### config.mk
export PLATFORM = sky130hd
export DESIGN_NAME = led_pattern_sequencer
export DESIGN_NICKNAME = d
export VERILOG_FILES = /design/src/rtl/core/lps_pkg.sv /design/src/rtl/core/lps_front.sv /design/src/rtl/core/lps_back.sv /design/src/rtl/core/led_pattern_sequencer.sv
export SDC_FILE = /design/constraint.sdc
export NUM_CORES = 1
export LEC_CHECK = 0
export BUFFER_PORTS_ARGS = -buffer_cell sky130_fd_sc_hd__buf_2
export CAP_MARGIN = 20
export CORE_MARGIN = 1.5
export CORE_UTILIZATION = 30
export DETAILED_ROUTE_END_ITERATION = 8
export HOLD_SLACK_MARGIN = 0.15
export REMOVE_ABC_BUFFERS = 1
export SETUP_SLACK_MARGIN = 0.05
export SKIP_CTS_REPAIR_TIMING = 1
export SLEW_MARGIN = 30
export SYNTH_ARGS = -nofsm -noshare
export SYNTH_HDL_FRONTEND = slang
export SYNTH_SLANG_ARGS = --single-unit
### constraint.sdc
create_clock -name i_clk -period 8.12 [get_ports i_clk]
set_input_delay 0.406 -clock i_clk [delete_from_list [all_inputs] [get_ports i_clk]]
set_output_delay 0.406 -clock i_clk [all_outputs]
set_load 0.03 [all_outputs]
### src/rtl/core/lps_pkg.sv
// ----------------------------------------------------------------------------
// lps_pkg
// Shared types, constants and helper functions of the LED pattern sequencer.
// ----------------------------------------------------------------------------
package lps_pkg;

    // Default values of the top-level parameters.
    localparam int NUM_KEYS_DEF   = 8;
    localparam int NUM_LEDS_DEF   = 8;
    localparam int TIMER_BITS_DEF = 16;

    // Fixed port widths.
    localparam int PIN_W    = 8;
    localparam int LED_W    = 8;
    localparam int MODE_W   = 2;
    localparam int PERIOD_W = 16;
    localparam int BYTE_W   = 8;
    localparam int APB_AW   = 5;
    localparam int APB_DW   = 32;

    // Depth of the queue between the front and back parts.
    localparam int QUEUE_DEPTH = 2;

    // Fixed LED patterns.
    localparam logic [LED_W-1:0] PAT_ALL_ON = 8'hFF;
    localparam logic [LED_W-1:0] PAT_FLASH  = 8'hAA;

    // Register indexes of the configuration port.
    localparam logic [2:0] REG_STARTUP_HOLD    = 3'd0;
    localparam logic [2:0] REG_SWEEP_PERIOD    = 3'd1;
    localparam logic [2:0] REG_FLASH_PERIOD    = 3'd2;
    localparam logic [2:0] REG_COUNT_PERIOD    = 3'd3;
    localparam logic [2:0] REG_DEBOUNCE_PERIOD = 3'd4;
    localparam logic [2:0] REG_ADVANCE_KEYS    = 3'd5;

    // Reset values of the configuration registers.
    localparam logic [PERIOD_W-1:0] RST_STARTUP_HOLD    = 16'd1000;
    localparam logic [PERIOD_W-1:0] RST_SWEEP_PERIOD    = 16'd30;
    localparam logic [PERIOD_W-1:0] RST_FLASH_PERIOD    = 16'd110;
    localparam logic [PERIOD_W-1:0] RST_COUNT_PERIOD    = 16'd1000;
    localparam logic [BYTE_W-1:0]   RST_DEBOUNCE_PERIOD = 8'd10;
    localparam logic [BYTE_W-1:0]   RST_ADVANCE_KEYS    = 8'd1;

    // Output mode codes.
    localparam logic [MODE_W-1:0] MCODE_HOLD  = 2'd0;
    localparam logic [MODE_W-1:0] MCODE_SWEEP = 2'd1;
    localparam logic [MODE_W-1:0] MCODE_FLASH = 2'd2;
    localparam logic [MODE_W-1:0] MCODE_COUNT = 2'd3;

    typedef enum logic [3:0] {
        MODE_HOLD  = 4'b0001,
        MODE_SWEEP = 4'b0010,
        MODE_FLASH = 4'b0100,
        MODE_COUNT = 4'b1000
    } t_mode;

    // One tick as it travels from the front part to the back part.
    typedef struct packed {
        logic [PIN_W-1:0] keys;   // active-high key image, unused keys zero
    } t_item;

    typedef struct packed {
        logic [PERIOD_W-1:0] startup_hold;
        logic [PERIOD_W-1:0] sweep_period;
        logic [PERIOD_W-1:0] flash_period;
        logic [PERIOD_W-1:0] count_period;
        logic [BYTE_W-1:0]   debounce_period;
        logic [BYTE_W-1:0]   advance_keys;
    } t_cfg;

    function automatic logic [MODE_W-1:0] mode_code(input t_mode m);
        logic [MODE_W-1:0] c;
        case (m)
            MODE_HOLD:  c = MCODE_HOLD;
            MODE_SWEEP: c = MCODE_SWEEP;
            MODE_FLASH: c = MCODE_FLASH;
            MODE_COUNT: c = MCODE_COUNT;
            default:    c = MCODE_HOLD;
        endcase
        return c;
    endfunction

endpackage

### src/rtl/core/lps_front.sv
// ----------------------------------------------------------------------------
// lps_front
// Accepts tick transactions, turns the active-low pins into an active-high
// key image and holds the ticks in a short queue for the back part.
// ----------------------------------------------------------------------------
module lps_front #(
    parameter int NUM_KEYS = lps_pkg::NUM_KEYS_DEF
) (
    input  logic                      i_clk,
    input  logic                      i_rst_n,
    input  logic                      i_valid,
    output logic                      o_ready,
    input  logic [lps_pkg::PIN_W-1:0] i_raw_pins,
    output logic                      o_item_valid,
    input  logic                      i_item_ready,
    output lps_pkg::t_item            o_item
);

    localparam int DEPTH = lps_pkg::QUEUE_DEPTH;
    localparam int PTR_W = (DEPTH > 1) ? $clog2(DEPTH) : 1;
    localparam int CNT_W = $clog2(DEPTH + 1);
    localparam logic [lps_pkg::PIN_W-1:0] KEYS_ALL =
        lps_pkg::PIN_W'((9'd1 << NUM_KEYS) - 9'd1);

    lps_pkg::t_item r_queue [DEPTH];
    logic [PTR_W-1:0] r_wr_ptr, n_wr_ptr;
    logic [PTR_W-1:0] r_rd_ptr, n_rd_ptr;
    logic [CNT_W-1:0] r_count, n_count;
    logic             push, pop;
    lps_pkg::t_item   item_in;

    assign item_in.keys = ~i_raw_pins & KEYS_ALL;

    assign o_ready      = (r_count != CNT_W'(DEPTH));
    assign o_item_valid = (r_count != '0);
    assign o_item       = r_queue[r_rd_ptr];

    assign push = i_valid && o_ready;
    assign pop  = o_item_valid && i_item_ready;

    always_comb begin
        n_wr_ptr = r_wr_ptr;
        n_rd_ptr = r_rd_ptr;
        n_count  = r_count;
        if (push) begin
            n_wr_ptr = (r_wr_ptr == PTR_W'(DEPTH - 1)) ? '0 : r_wr_ptr + 1'b1;
        end
        if (pop) begin
            n_rd_ptr = (r_rd_ptr == PTR_W'(DEPTH - 1)) ? '0 : r_rd_ptr + 1'b1;
        end
        if (push && !pop) begin
            n_count = r_count + 1'b1;
        end else if (pop && !push) begin
            n_count = r_count - 1'b1;
        end
    end

    always_ff @(posedge i_clk) begin
        if (!i_rst_n) begin
            r_wr_ptr <= '0;
            r_rd_ptr <= '0;
            r_count  <= '0;
        end else begin
            r_wr_ptr <= n_wr_ptr;
            r_rd_ptr <= n_rd_ptr;
            r_count  <= n_count;
        end
    end

    always_ff @(posedge i_clk) begin
        if (push) begin
            r_queue[r_wr_ptr] <= item_in;
        end
    end

endmodule

### src/rtl/core/lps_back.sv
// ----------------------------------------------------------------------------
// lps_back
// Runs one tick per cycle unless the output register stalls: vertical-counter debounce,
// phase timer and the mode sequencer, and keeps the result in an output register.
// ----------------------------------------------------------------------------
module lps_back #(
    parameter int NUM_KEYS   = lps_pkg::NUM_KEYS_DEF,
    parameter int NUM_LEDS   = lps_pkg::NUM_LEDS_DEF,
    parameter int TIMER_BITS = lps_pkg::TIMER_BITS_DEF
) (
    input  logic                       i_clk,
    input  logic                       i_rst_n,
    input  lps_pkg::t_cfg              i_cfg,
    input  logic                       i_item_valid,
    output logic                       o_item_ready,
    input  lps_pkg::t_item             i_item,
    output logic                       o_valid,
    input  logic                       i_ready,
    output logic [lps_pkg::LED_W-1:0]  o_led,
    output logic [lps_pkg::MODE_W-1:0] o_mode,
    output logic [lps_pkg::PIN_W-1:0]  o_debounced_keys,
    output logic [lps_pkg::PIN_W-1:0]  o_pending_presses
);

    localparam int CMP_W = (TIMER_BITS > lps_pkg::PERIOD_W) ? TIMER_BITS : lps_pkg::PERIOD_W;
    localparam logic [NUM_LEDS-1:0] LED_TOP   = NUM_LEDS'(1) << (NUM_LEDS - 1);
    localparam logic [NUM_LEDS-1:0] LED_ONE   = NUM_LEDS'(1);
    localparam logic [NUM_LEDS-1:0] PAT_ALL   = lps_pkg::PAT_ALL_ON[NUM_LEDS-1:0];
    localparam logic [NUM_LEDS-1:0] PAT_FLASH = lps_pkg::PAT_FLASH[NUM_LEDS-1:0];

    logic [lps_pkg::BYTE_W-1:0] r_div, n_div;
    logic [NUM_KEYS-1:0]        r_vl, n_vl, r_vh, n_vh;
    logic [NUM_KEYS-1:0]        r_kl, n_kl, r_pl, n_pl;
    lps_pkg::t_mode             r_mode, n_mode;
    logic [NUM_LEDS-1:0]        r_pat, n_pat;
    logic                       r_down, n_down;
    logic                       r_first, n_first;
    logic [TIMER_BITS-1:0]      r_timer, n_timer;

    logic                       r_out_valid;
    logic [lps_pkg::LED_W-1:0]  r_led;
    logic [lps_pkg::MODE_W-1:0] r_mode_code;
    logic [lps_pkg::PIN_W-1:0]  r_keys_out, r_press_out;

    logic                step;
    logic [NUM_KEYS-1:0] pressed, chg, flip, deb_pl, hit, pl_taken;
    logic                take;
    logic [TIMER_BITS-1:0] tmr_inc;
    logic [CMP_W-1:0]    tmr_x;
    logic [NUM_LEDS-1:0] sw_pat;
    logic                sw_down;
    logic [lps_pkg::LED_W-1:0] led_ext;
    logic [lps_pkg::PIN_W-1:0] keys_ext, press_ext;

    assign o_item_ready = !r_out_valid || i_ready;
    assign step         = i_item_valid && o_item_ready;
    assign pressed      = i_item.keys[NUM_KEYS-1:0];

    // Debounce: the divider gates one vertical-counter sample per period.
    always_comb begin
        n_div  = r_div + 1'b1;
        n_vl   = r_vl;
        n_vh   = r_vh;
        n_kl   = r_kl;
        deb_pl = r_pl;
        chg    = '0;
        flip   = '0;
        if (!(n_div < i_cfg.debounce_period)) begin
            n_div  = '0;
            chg    = r_kl ^ pressed;
            n_vl   = ~(r_vl & chg);
            n_vh   = n_vl ^ (r_vh & chg);
            flip   = chg & n_vl & n_vh;
            n_kl   = r_kl ^ flip;
            deb_pl = r_pl | (n_kl & flip);
        end
    end

    assign hit      = deb_pl & i_cfg.advance_keys[NUM_KEYS-1:0];
    assign take     = |hit;
    assign pl_taken = deb_pl & ~hit;

    // The phase timer saturates at its maximum.
    assign tmr_inc = (&r_timer) ? r_timer : r_timer + 1'b1;
    assign tmr_x   = CMP_W'(tmr_inc);

    // Next sweep position; the direction turns at either end.
    always_comb begin
        sw_down = r_down;
        if (!r_down) begin
            sw_pat = {r_pat[NUM_LEDS-2:0], 1'b0};
            if (sw_pat == '0) begin
                sw_pat = LED_TOP;
            end
            if (sw_pat >= LED_TOP) begin
                sw_down = 1'b1;
            end
        end else begin
            sw_pat = r_pat >> 1;
            if (sw_pat <= LED_ONE) begin
                sw_pat  = LED_ONE;
                sw_down = 1'b0;
            end
        end
    end

    always_comb begin
        n_mode  = r_mode;
        n_pat   = r_pat;
        n_down  = r_down;
        n_first = r_first;
        n_timer = tmr_inc;
        n_pl    = deb_pl;
        case (r_mode)
            lps_pkg::MODE_HOLD: begin
                if (tmr_x >= CMP_W'(i_cfg.startup_hold)) begin
                    n_mode  = lps_pkg::MODE_SWEEP;
                    n_pat   = LED_ONE;
                    n_down  = 1'b0;
                    n_first = 1'b1;
                    n_timer = '0;
                end
            end
            lps_pkg::MODE_SWEEP: begin
                if (tmr_x >= CMP_W'(i_cfg.sweep_period)) begin
                    n_timer = '0;
                    if (!r_first && take) begin
                        n_pl    = pl_taken;
                        n_mode  = lps_pkg::MODE_FLASH;
                        n_pat   = PAT_FLASH;
                        n_first = 1'b1;
                    end else begin
                        n_pat   = sw_pat;
                        n_down  = sw_down;
                        n_first = 1'b0;
                    end
                end
            end
            lps_pkg::MODE_FLASH: begin
                if (tmr_x >= CMP_W'(i_cfg.flash_period)) begin
                    n_timer = '0;
                    if (!r_first && take) begin
                        n_pl   = pl_taken;
                        n_mode = lps_pkg::MODE_COUNT;
                        n_pat  = '0;
                    end else begin
                        n_pat   = ~r_pat;
                        n_first = 1'b0;
                    end
                end
            end
            lps_pkg::MODE_COUNT: begin
                // The press check runs every tick and overrides the count step.
                if (tmr_x >= CMP_W'(i_cfg.count_period)) begin
                    n_timer = '0;
                    n_pat   = r_pat + 1'b1;
                end
                if (take) begin
                    n_pl    = pl_taken;
                    n_mode  = lps_pkg::MODE_SWEEP;
                    n_pat   = LED_ONE;
                    n_down  = 1'b0;
                    n_first = 1'b1;
                    n_timer = '0;
                end
            end
            default: begin
                n_mode = lps_pkg::MODE_HOLD;
            end
        endcase
    end

    always_comb begin
        led_ext                  = '0;
        led_ext[NUM_LEDS-1:0]    = n_pat;
        keys_ext                 = '0;
        keys_ext[NUM_KEYS-1:0]   = n_kl;
        press_ext                = '0;
        press_ext[NUM_KEYS-1:0]  = n_pl;
    end

    always_ff @(posedge i_clk) begin
        if (!i_rst_n) begin
            r_div       <= '0;
            r_vl        <= '0;
            r_vh        <= '0;
            r_kl        <= '0;
            r_pl        <= '0;
            r_mode      <= lps_pkg::MODE_HOLD;
            r_pat       <= PAT_ALL;
            r_down      <= 1'b0;
            r_first     <= 1'b1;
            r_timer     <= '0;
            r_out_valid <= 1'b0;
        end else begin
            if (step) begin
                r_div       <= n_div;
                r_vl        <= n_vl;
                r_vh        <= n_vh;
                r_kl        <= n_kl;
                r_pl        <= n_pl;
                r_mode      <= n_mode;
                r_pat       <= n_pat;
                r_down      <= n_down;
                r_first     <= n_first;
                r_timer     <= n_timer;
                r_out_valid <= 1'b1;
            end else if (i_ready) begin
                r_out_valid <= 1'b0;
            end
        end
    end

    always_ff @(posedge i_clk) begin
        if (step) begin
            r_led       <= led_ext;
            r_mode_code <= lps_pkg::mode_code(n_mode);
            r_keys_out  <= keys_ext;
            r_press_out <= press_ext;
        end
    end

    assign o_valid           = r_out_valid;
    assign o_led             = r_led;
    assign o_mode            = r_mode_code;
    assign o_debounced_keys  = r_keys_out;
    assign o_pending_presses = r_press_out;

endmodule

### src/rtl/core/led_pattern_sequencer.sv
// A tick transaction accepted into the queue waits there until the back part
// executes it; its result is then registered in the output register behind o_valid.
// Throughput: one tick per cycle while i_ready stays high; the back part executes each tick whole.
// A two-entry queue and the output register let either side stall on its own.
// Reset (synchronous, active low) restores the configuration and state registers to their defaults,
// sets the pattern to all LEDs on in startup hold mode and empties the queue.
// ----------------------------------------------------------------------------
// led_pattern_sequencer
// LED mode sequencer with vertical-counter key debounce, driven by one
// millisecond tick transaction at a time, with an APB-style register port.
// ----------------------------------------------------------------------------
module led_pattern_sequencer #(
    parameter int NUM_KEYS   = lps_pkg::NUM_KEYS_DEF,
    parameter int NUM_LEDS   = lps_pkg::NUM_LEDS_DEF,
    parameter int TIMER_BITS = lps_pkg::TIMER_BITS_DEF
) (
    input  logic                        i_clk,
    input  logic                        i_rst_n,
    input  logic                        psel,
    input  logic                        penable,
    input  logic                        pwrite,
    input  logic [lps_pkg::APB_AW-1:0]  paddr,
    input  logic [lps_pkg::APB_DW-1:0]  pwdata,
    output logic [lps_pkg::APB_DW-1:0]  prdata,
    output logic                        pready,
    input  logic                        i_valid,
    output logic                        o_ready,
    input  logic [lps_pkg::PIN_W-1:0]   i_raw_pins,
    output logic                        o_valid,
    input  logic                        i_ready,
    output logic [lps_pkg::LED_W-1:0]   o_led,
    output logic [lps_pkg::MODE_W-1:0]  o_mode,
    output logic [lps_pkg::PIN_W-1:0]   o_debounced_keys,
    output logic [lps_pkg::PIN_W-1:0]   o_pending_presses
);

    lps_pkg::t_cfg  r_cfg;
    lps_pkg::t_item item;
    logic           item_valid, item_ready;
    logic           wr_en;
    logic [2:0]     reg_idx;

    assign pready  = 1'b1;
    assign reg_idx = paddr[lps_pkg::APB_AW-1:2];
    assign wr_en   = psel && penable && pwrite && pready;

    always_ff @(posedge i_clk) begin
        if (!i_rst_n) begin
            r_cfg.startup_hold    <= lps_pkg::RST_STARTUP_HOLD;
            r_cfg.sweep_period    <= lps_pkg::RST_SWEEP_PERIOD;
            r_cfg.flash_period    <= lps_pkg::RST_FLASH_PERIOD;
            r_cfg.count_period    <= lps_pkg::RST_COUNT_PERIOD;
            r_cfg.debounce_period <= lps_pkg::RST_DEBOUNCE_PERIOD;
            r_cfg.advance_keys    <= lps_pkg::RST_ADVANCE_KEYS;
        end else if (wr_en) begin
            case (reg_idx)
                lps_pkg::REG_STARTUP_HOLD:
                    r_cfg.startup_hold <= pwdata[lps_pkg::PERIOD_W-1:0];
                lps_pkg::REG_SWEEP_PERIOD:
                    r_cfg.sweep_period <= pwdata[lps_pkg::PERIOD_W-1:0];
                lps_pkg::REG_FLASH_PERIOD:
                    r_cfg.flash_period <= pwdata[lps_pkg::PERIOD_W-1:0];
                lps_pkg::REG_COUNT_PERIOD:
                    r_cfg.count_period <= pwdata[lps_pkg::PERIOD_W-1:0];
                lps_pkg::REG_DEBOUNCE_PERIOD:
                    r_cfg.debounce_period <= pwdata[lps_pkg::BYTE_W-1:0];
                lps_pkg::REG_ADVANCE_KEYS:
                    r_cfg.advance_keys <= pwdata[lps_pkg::BYTE_W-1:0];
                default: ;
            endcase
        end
    end

    always_comb begin
        case (reg_idx)
            lps_pkg::REG_STARTUP_HOLD:    prdata = lps_pkg::APB_DW'(r_cfg.startup_hold);
            lps_pkg::REG_SWEEP_PERIOD:    prdata = lps_pkg::APB_DW'(r_cfg.sweep_period);
            lps_pkg::REG_FLASH_PERIOD:    prdata = lps_pkg::APB_DW'(r_cfg.flash_period);
            lps_pkg::REG_COUNT_PERIOD:    prdata = lps_pkg::APB_DW'(r_cfg.count_period);
            lps_pkg::REG_DEBOUNCE_PERIOD: prdata = lps_pkg::APB_DW'(r_cfg.debounce_period);
            lps_pkg::REG_ADVANCE_KEYS:    prdata = lps_pkg::APB_DW'(r_cfg.advance_keys);
            default:                      prdata = '0;
        endcase
    end

    lps_front #(
        .NUM_KEYS(NUM_KEYS)
    ) u_front (
        .i_clk        (i_clk),
        .i_rst_n      (i_rst_n),
        .i_valid      (i_valid),
        .o_ready      (o_ready),
        .i_raw_pins   (i_raw_pins),
        .o_item_valid (item_valid),
        .i_item_ready (item_ready),
        .o_item       (item)
    );

    lps_back #(
        .NUM_KEYS   (NUM_KEYS),
        .NUM_LEDS   (NUM_LEDS),
        .TIMER_BITS (TIMER_BITS)
    ) u_back (
        .i_clk             (i_clk),
        .i_rst_n           (i_rst_n),
        .i_cfg             (r_cfg),
        .i_item_valid      (item_valid),
        .o_item_ready      (item_ready),
        .i_item            (item),
        .o_valid           (o_valid),
        .i_ready           (i_ready),
        .o_led             (o_led),
        .o_mode            (o_mode),
        .o_debounced_keys  (o_debounced_keys),
        .o_pending_presses (o_pending_presses)
    );

endmodule
# ---- After elaboration in Yosys (flattened, before gate mapping)
# Memories as Yosys holds them, arrays and structs flattened. A register that Yosys moved wholly into a read port is not among the register bits.
# Cells that the tools add are included.
# W data, S select, Z words.
dict set report word_totals {
  mem_bits_rw 16
  memories 1
  inputBits 52
  register_bits 181
  elab_cells 165
  output_inout_bits 61
}
dict set report op_classes {
  n_bitwise 16
  n_reduce_logical 30
  order_cmp 7
  addsub 7
  n_eq_ne 19
  n_mux 61
}
# memory words width rd rd_clocked_by_memory_dff wr line
set memory_table {}
lappend memory_table {u_front.r_queue 2 8 1 1 1 lps_front.sv:25} ;# lps_pkg::t_item r_queue [DEPTH];
# op n
set op_table {}
lappend op_table {{$mux W8} 17}
lappend op_table {{$mux W16} 6}
lappend op_table {{$pmux W16 S6} 1}
lappend op_table {{$ge A16 B16 Y1} 4}
lappend op_table {{$pmux W16 S4} 1}
lappend op_table {{$and A8 B8 Y8} 7}
lappend op_table {{$not A8 Y8} 4}
lappend op_table {{$pmux W8 S4} 1}
lappend op_table {{$mux W4} 6}
lappend op_table {{$pmux W8 S3} 1}
lappend op_table {{$xor A8 B8 Y8} 3}
lappend op_table {{$mux W1} 21}
lappend op_table {{$add A16 B1 Y16 const B} 1}
lappend op_table {{$add A8 B1 Y8 const B} 2}
lappend op_table {{$pmux W4 S4} 1}
lappend op_table {{$reduce_and A16 Y1} 1}
lappend op_table {{$reduce_and A2 Y1} 7}
lappend op_table {{$eq A4 B2 Y1 const B} 2}
lappend op_table {{$eq A4 B3 Y1 const B} 2}
lappend op_table {{$eq A4 B4 Y1 const B} 2}
lappend op_table {{$ge A8 B8 Y1 const B} 1}
lappend op_table {{$lt A8 B8 Y1} 1}
lappend op_table {{$ne A2 B1 Y1 const B} 4}
lappend op_table {{$or A8 B8 Y8} 1}
lappend op_table {{other kinds (26)} 43}

# ---- Depth between registers and ports, before layout
dict set report depth {
  word_depth 17
  mapped_depth 19
  mapped_depth_nobuf 16
}

# ---- By module
# A second synthesis with hierarchy kept.
dict set report unflattened {
  hier_cells 1318
  area_unflattened_um2 11800.1
}
# mod cells_per_inst instances seq_area_each_um2 area_per_inst_um2
set by_module_without_submodules {}
lappend by_module_without_submodules {lps_back 871 1 2202.1 7156.9}
lappend by_module_without_submodules {led_pattern_sequencer 389 1 1601.5 3803.6}
lappend by_module_without_submodules {lps_front 58 1 580.6 839.6}

# ---- Worst setup path after synthesis
# OpenSTA, ideal clock, no wires.
dict set report synth_timing {
  kind {reg2reg}
  start {register u_back.r_timer[0]}
  end {register u_back.r_pl[3]}
  period_less_slack_ns 3.886
  path_stages_with_launch 19
  required_time_ns 8.040
  path_buffers 3
  arrival_time_ns 3.806
  setup_ns 0.080
  slack_ns 4.234
  path_cell_list {dfxtp_1 ha_1 and3_1 clkbuf_1 and4_1 nor2_1 nand2_1 xnor2_1 ha_1 a2111oi_0 nor3_1 a211oi_2 o31ai_2 o22a_4 and3b_1 buf_6 and2_4 buf_6 a211oi_2}
}
dict set report synth_via {
  elab_chain_cells 5
  word_cells_on_any_way 8
  cone_classes {add/sub (1); order compare (2); mux (4); reduce/logical (1)}
}
# item line
set synth_lines {}
lappend synth_lines {{start: declaration} lps_back.sv:38} ;# logic [TIMER_BITS-1:0] r_timer, n_timer;
lappend synth_lines {{start signal: assignment} lps_back.sv:206} ;# r_timer <= n_timer;
lappend synth_lines {{$add A16 B1 Y16 or $reduce_and A16 Y1 (tied branches)} lps_back.sv:84} ;# assign tmr_inc = (&r_timer) ? r_timer : r_timer + 1'b1;
lappend synth_lines {{$mux W16 *} lps_back.sv:84}
lappend synth_lines {{$ge A16 B16 Y1, on equally long branches} {lps_back.sv:140, lps_back.sv:125}}
lappend synth_lines {{$mux W8, on equally long branches} {lps_back.sv:140, lps_back.sv:125}}
lappend synth_lines {{$pmux W8 S3 *} lps_back.sv:114} ;# case (r_mode)
lappend synth_lines {{end signal: assignment} lps_back.sv:201} ;# r_pl <= n_pl;
lappend synth_lines {{end: declaration} lps_back.sv:33} ;# logic [NUM_KEYS-1:0] r_kl, n_kl, r_pl, n_pl;
# Mark *: on every way between the ends. The rest lies on a longest branch, timed or not.
# A chain may end at the register's enable or synchronous reset.

# ---- Worst setup path after layout
dict set report layout_timing {
  start {register u_back.r_timer[4]}
  end {register u_back.r_timer[9]}
}
dict set report layout_via {
  elab_chain_cells 6
  word_cells_on_any_way 13
  cone_classes {add/sub (1); order compare (4); mux (7); reduce/logical (1)}
}
# item line
set layout_lines {}
lappend layout_lines {{$add A16 B1 Y16 or $reduce_and A16 Y1 (tied branches)} lps_back.sv:84}
lappend layout_lines {{$mux W16 *} lps_back.sv:84}
lappend layout_lines {{$ge A16 B16 Y1} lps_back.sv:154} ;# if (tmr_x >= CMP_W'(i_cfg.count_period)) begin
lappend layout_lines {{$mux W16} lps_back.sv:154}
lappend layout_lines {{$mux W16} lps_back.sv:158} ;# if (take) begin
lappend layout_lines {{$pmux W16 S4 *} lps_back.sv:114}
# Marked as above.

==> impl_table.tex <==
\begin{tabular}{lr}
\hline
Metric & Value \\
\hline
\multicolumn{2}{l}{\textbf{Floorplan}} \\
Starting density of the core & 30.6\% \\
Die Area & 0.0387 mm2 \\
Die W & 197 um \\
Row count & 70 \\
Die Y-Extent & 197 um \\
Total I/O pin count & 113 \\
Placeable core area & 0.0368 mm2 \\
\multicolumn{2}{l}{\textbf{Clock network}} \\
Clock slew seen by the registers of the worst setup and hold paths & 0.09 ns \\
Sink count of the clock tree & 198 \\
Master cell of the clock root buffer & sky130\_fd\_sc\_hd\_\_clkbuf\_16 \\
Skew-Pair Late Insertion Delay & 0.46 ns \\
Number of clock buffers inserted by TritonCTS & 17 \\
Maximum level of the CTS H-tree & 4 \\
Longest Clk Path Bufs & 2 \\
CTS tree & done \\
\multicolumn{2}{l}{\textbf{Logic synthesis}} \\
Asr flop ratio synth & 0\% \\
Yosys warns & 0 \\
Number of synthesized flops with an enable pin & 42 \\
Syn avg cell area & 8.60 um2 \\
Dominant synthesized flop cell & sky130\_fd\_sc\_hd\_\_dfxtp\_1 \\
Fraction of the yosys area taken by sequential cells & 38.9\% \\
Synthesized instance count & 1309 \\
Yosys cell types & 75 \\
\#FFs+latches synth & 198 \\
Netlist area before placement & 0.0113 mm2 \\
\multicolumn{2}{l}{\textbf{Worst setup path}} \\
Reg2reg start & u\_back.r\_timer[4] \\
Worst path arrival time & 5.48 ns \\
Category of the most critical setup path & reg2reg \\
Crit path largest cell delay & 0.54 ns \\
Path length in cells of the critical path & 15 \\
Crit-path cells & and4\_1 -> nand4\_1 -> nor2\_1 -> nand4\_1 -> and3\_1 -> xor2\_1 -> ha\_1 -> a21oi\_1 -> o21ai\_0 -> a211oi\_2 -> o31ai\_2 -> o22a\_4 -> nand3\_1 -> and3\_1 -> a22o\_1 \\
Startpoint types & register \\
Required time reported for the critical path endpoint & 8.47 ns \\
Reg2reg path depth & 15 \\
Setup slack of the worst register-to-register path & 2.99 ns \\
End of the worst register-to-register path & u\_back.r\_timer[9] \\
Worst setup path end & u\_back.r\_timer[9] \\
Slowest library cell on the worst path & sky130\_fd\_sc\_hd\_\_and3\_1 \\
Category of the worst setup path capture point & register \\
Number of buffers and inverters on the critical path & 0 \\
Worst-path fanout max & 12 \\
CP delay by family, top & simple AND/OR/NAND/NOR gates \\
Source of the critical timing path & u\_back.r\_timer[4] \\
\multicolumn{2}{l}{\textbf{Route}} \\
Detail-routed via count per cell & 5.19 \\
Drt wl/cell & 16.5 um \\
Post-DRT Antenna Nets & 0 \\
Detailed Route Iter0 Violations & 557 \\
Count of unresolved DRC violations after routing & 0 \\
Drt pass-1 iters & 5 \\
Via count & 9473 \\
Post-Route WL & 30200 um \\
\multicolumn{2}{l}{\textbf{Run}} \\
Number of violations of the max-capacitance limit & 0 \\
\multicolumn{2}{l}{\textbf{Finish}} \\
Total area of multi-input combinational cells & 0.00619 mm2 \\
Core Util, Final & 34.4\% \\
Share of layout cells above drive strength 1 & 11.9\% \\
Total area of sequential cells & 0.00438 mm2 \\
Number of fill cells & 3870 \\
Area growth from synthesis to layout & 12.3\% \\
Most frequent cells in the layout & 174 x sky130\_fd\_sc\_hd\_\_nand2\_1, 156 x sky130\_fd\_sc\_hd\_\_dfxtp\_1, 125 x sky130\_fd\_sc\_hd\_\_a21oi\_1 \\
Leading cell type in the layout, fill and taps excluded & sky130\_fd\_sc\_hd\_\_nand2\_1 \\
Net total in the final layout & 1481 \\
\multicolumn{2}{l}{\textbf{Global route}} \\
Initial antenna violation count & 1 \\
Global route overflow & 0 \\
Vias in the first global route & 8878 \\
Global router's overall resource usage & 15.8\% \\
First-pass GRT wire length & 48000 um \\
Maximum number of pins on one net before global-route repair & 77 \\
\multicolumn{2}{l}{\textbf{STA}} \\
Final cycle utilization of the critical path & 63.2\% \\
Setup TNS & 0 ns \\
Worst rel slew slack & 33.6\% \\
Worst-Margin Slew & 0.991 ns \\
Setup Skew & 0.0187 ns \\
Highest Clock Rate & 195 MHz \\
Count of final setup violators & 0 \\
Setup repair after global routing missed its margin & false \\
Final worst path period need & 5.13 ns \\
Number of hold violations in the final report & 0 \\
Final number of max-transition violations & 0 \\
\multicolumn{2}{l}{\textbf{Place}} \\
Port bufs & 77 \\
HPWL reported at the end of detailed placement & 21400 um \\
RePlAce Congestion & 0.865 \\
\multicolumn{2}{l}{\textbf{Min path}} \\
Path category of the worst min-delay check & in2reg \\
\multicolumn{2}{l}{\textbf{Power}} \\
Maximum vdd ir drop & 0.163 mV \\
Pwr/cell area & 226 mW/mm2 \\
Leakage power total & 5.00 nW \\
\multicolumn{2}{l}{\textbf{Run status}} \\
Status & finished, final reports clean \\
\hline
\end{tabular}
[power by group]
group	switching, mW	internal (mW)
clock	0.461	0.426
sequential	0.0786	1.14
combinational	0.521	0.241
total	1.06	1.80
[metrics by stage]
stage	hold slack, ns	cells	power (mW)	instance area, um2	setup slack [ns]
6_report	0.202	1827	2.86	12600	2.99
2_1_floorplan	0.436	1239	1.76	10900	3.86
3_5_place_dp	0.452	1794	2.00	12000	3.09
5_1_grt	0.179	1826	3.03	12600	2.40
3_3_place_gp	0.445	1793	1.99	12000	3.07
4_1_cts	0.182	1826	2.90	12600	3.03
[worst min path at each step]
stage / startpoint / endpoint / cells past startpoint
after detailed placement: r_cfg[65] / r_cfg[65] / 2
final: i_raw_pins[6] / u_front.r_queue[0][6] / 2
after global placement: r_cfg[36] / r_cfg[36] / 2
after CTS: i_raw_pins[6] / u_front.r_queue[0][6] / 2
after floorplan: r_cfg[36] / r_cfg[36] / 2
after global routing: i_raw_pins[3] / u_front.r_queue[0][3] / 2
[state kept, by name (all words and copies together) (netlist names), 8 cells and up, named ones only]
name / count
u_back.r_vl: 8
u_back.r_timer: 16
u_back.o_debounced_keys: 8
u_back.o_pending_presses: 8
u_back.r_kl: 8
r_cfg: 80
u_back.o_led: 8
u_back.r_pat: 8
u_back.r_div: 8
u_back.r_pl: 8
u_front.r_queue: 16
u_back.r_vh: 8
[metal layers]
layer  up-vias  GRT usage (%)  routed length [um]  part of all wire, %
met1      4461           20.9               14200                   47
met2       231           25.8               14100                   47
met5         -              0                   0                    0
li1       4746              -                   -                    -
met3        35           3.11                1300                  4.3
met4         0           5.12                 548                  1.8
[area by class of cell]
type                            count  area share [%]
Multi-Input combinational cell    939            49.0
Sequential cell                   198            34.7
Tap cell                          468            4.63
Timing Repair Buffer               87            3.80
Clock buffer                       17            3.36
Inverter                          102            3.04
Clock inverter                     15            1.53
Antenna cell                        1          0.0198
[worst register-to-register path: cells and delay by family, from the launching register on]
kind,cells,cell delay [ns]
AO/OA/AOI/OAI,6,1.54
adder cells (fa/ha/maj),1,0.23
AND/OR/NAND/NOR,7,2.43
flip-flops,1,0.46
XOR/XNOR,1,0.37
[logic make-up after synthesis]
logic type,after synthesis,share of synthesized area [%]
AOI/OAI and AO/OA,344,20.2
xor gates and xnor gates,29,2.26
adders and majority gates,84,9.33
buffers and inverters,187,6.98
DFF,198,38.9
muxes,40,4.57
other,2,0.0667
and+or+nand+nor,425,17.7
[cell usage after synthesis (all sizes together), types with 13 or more instances]
cell type	number	area, um2
a211oi	24	230
nor3	24	130
a21oi	125	626
buf	27	185
nand3	33	165
a22oi	15	113
o21ai	49	245
a22o	13	114
nor2b	15	93.8
clkbuf	58	218
and3	13	81.3
nand2	174	653
dfxtp	156	3120
o211ai	32	240
inv	101	379
edfxtp	42	1260
xnor2	21	184
nor2	99	372
ha	84	1050
mux2i	30	300
nand4	13	81.3
(Power assumes the default switching activity.)
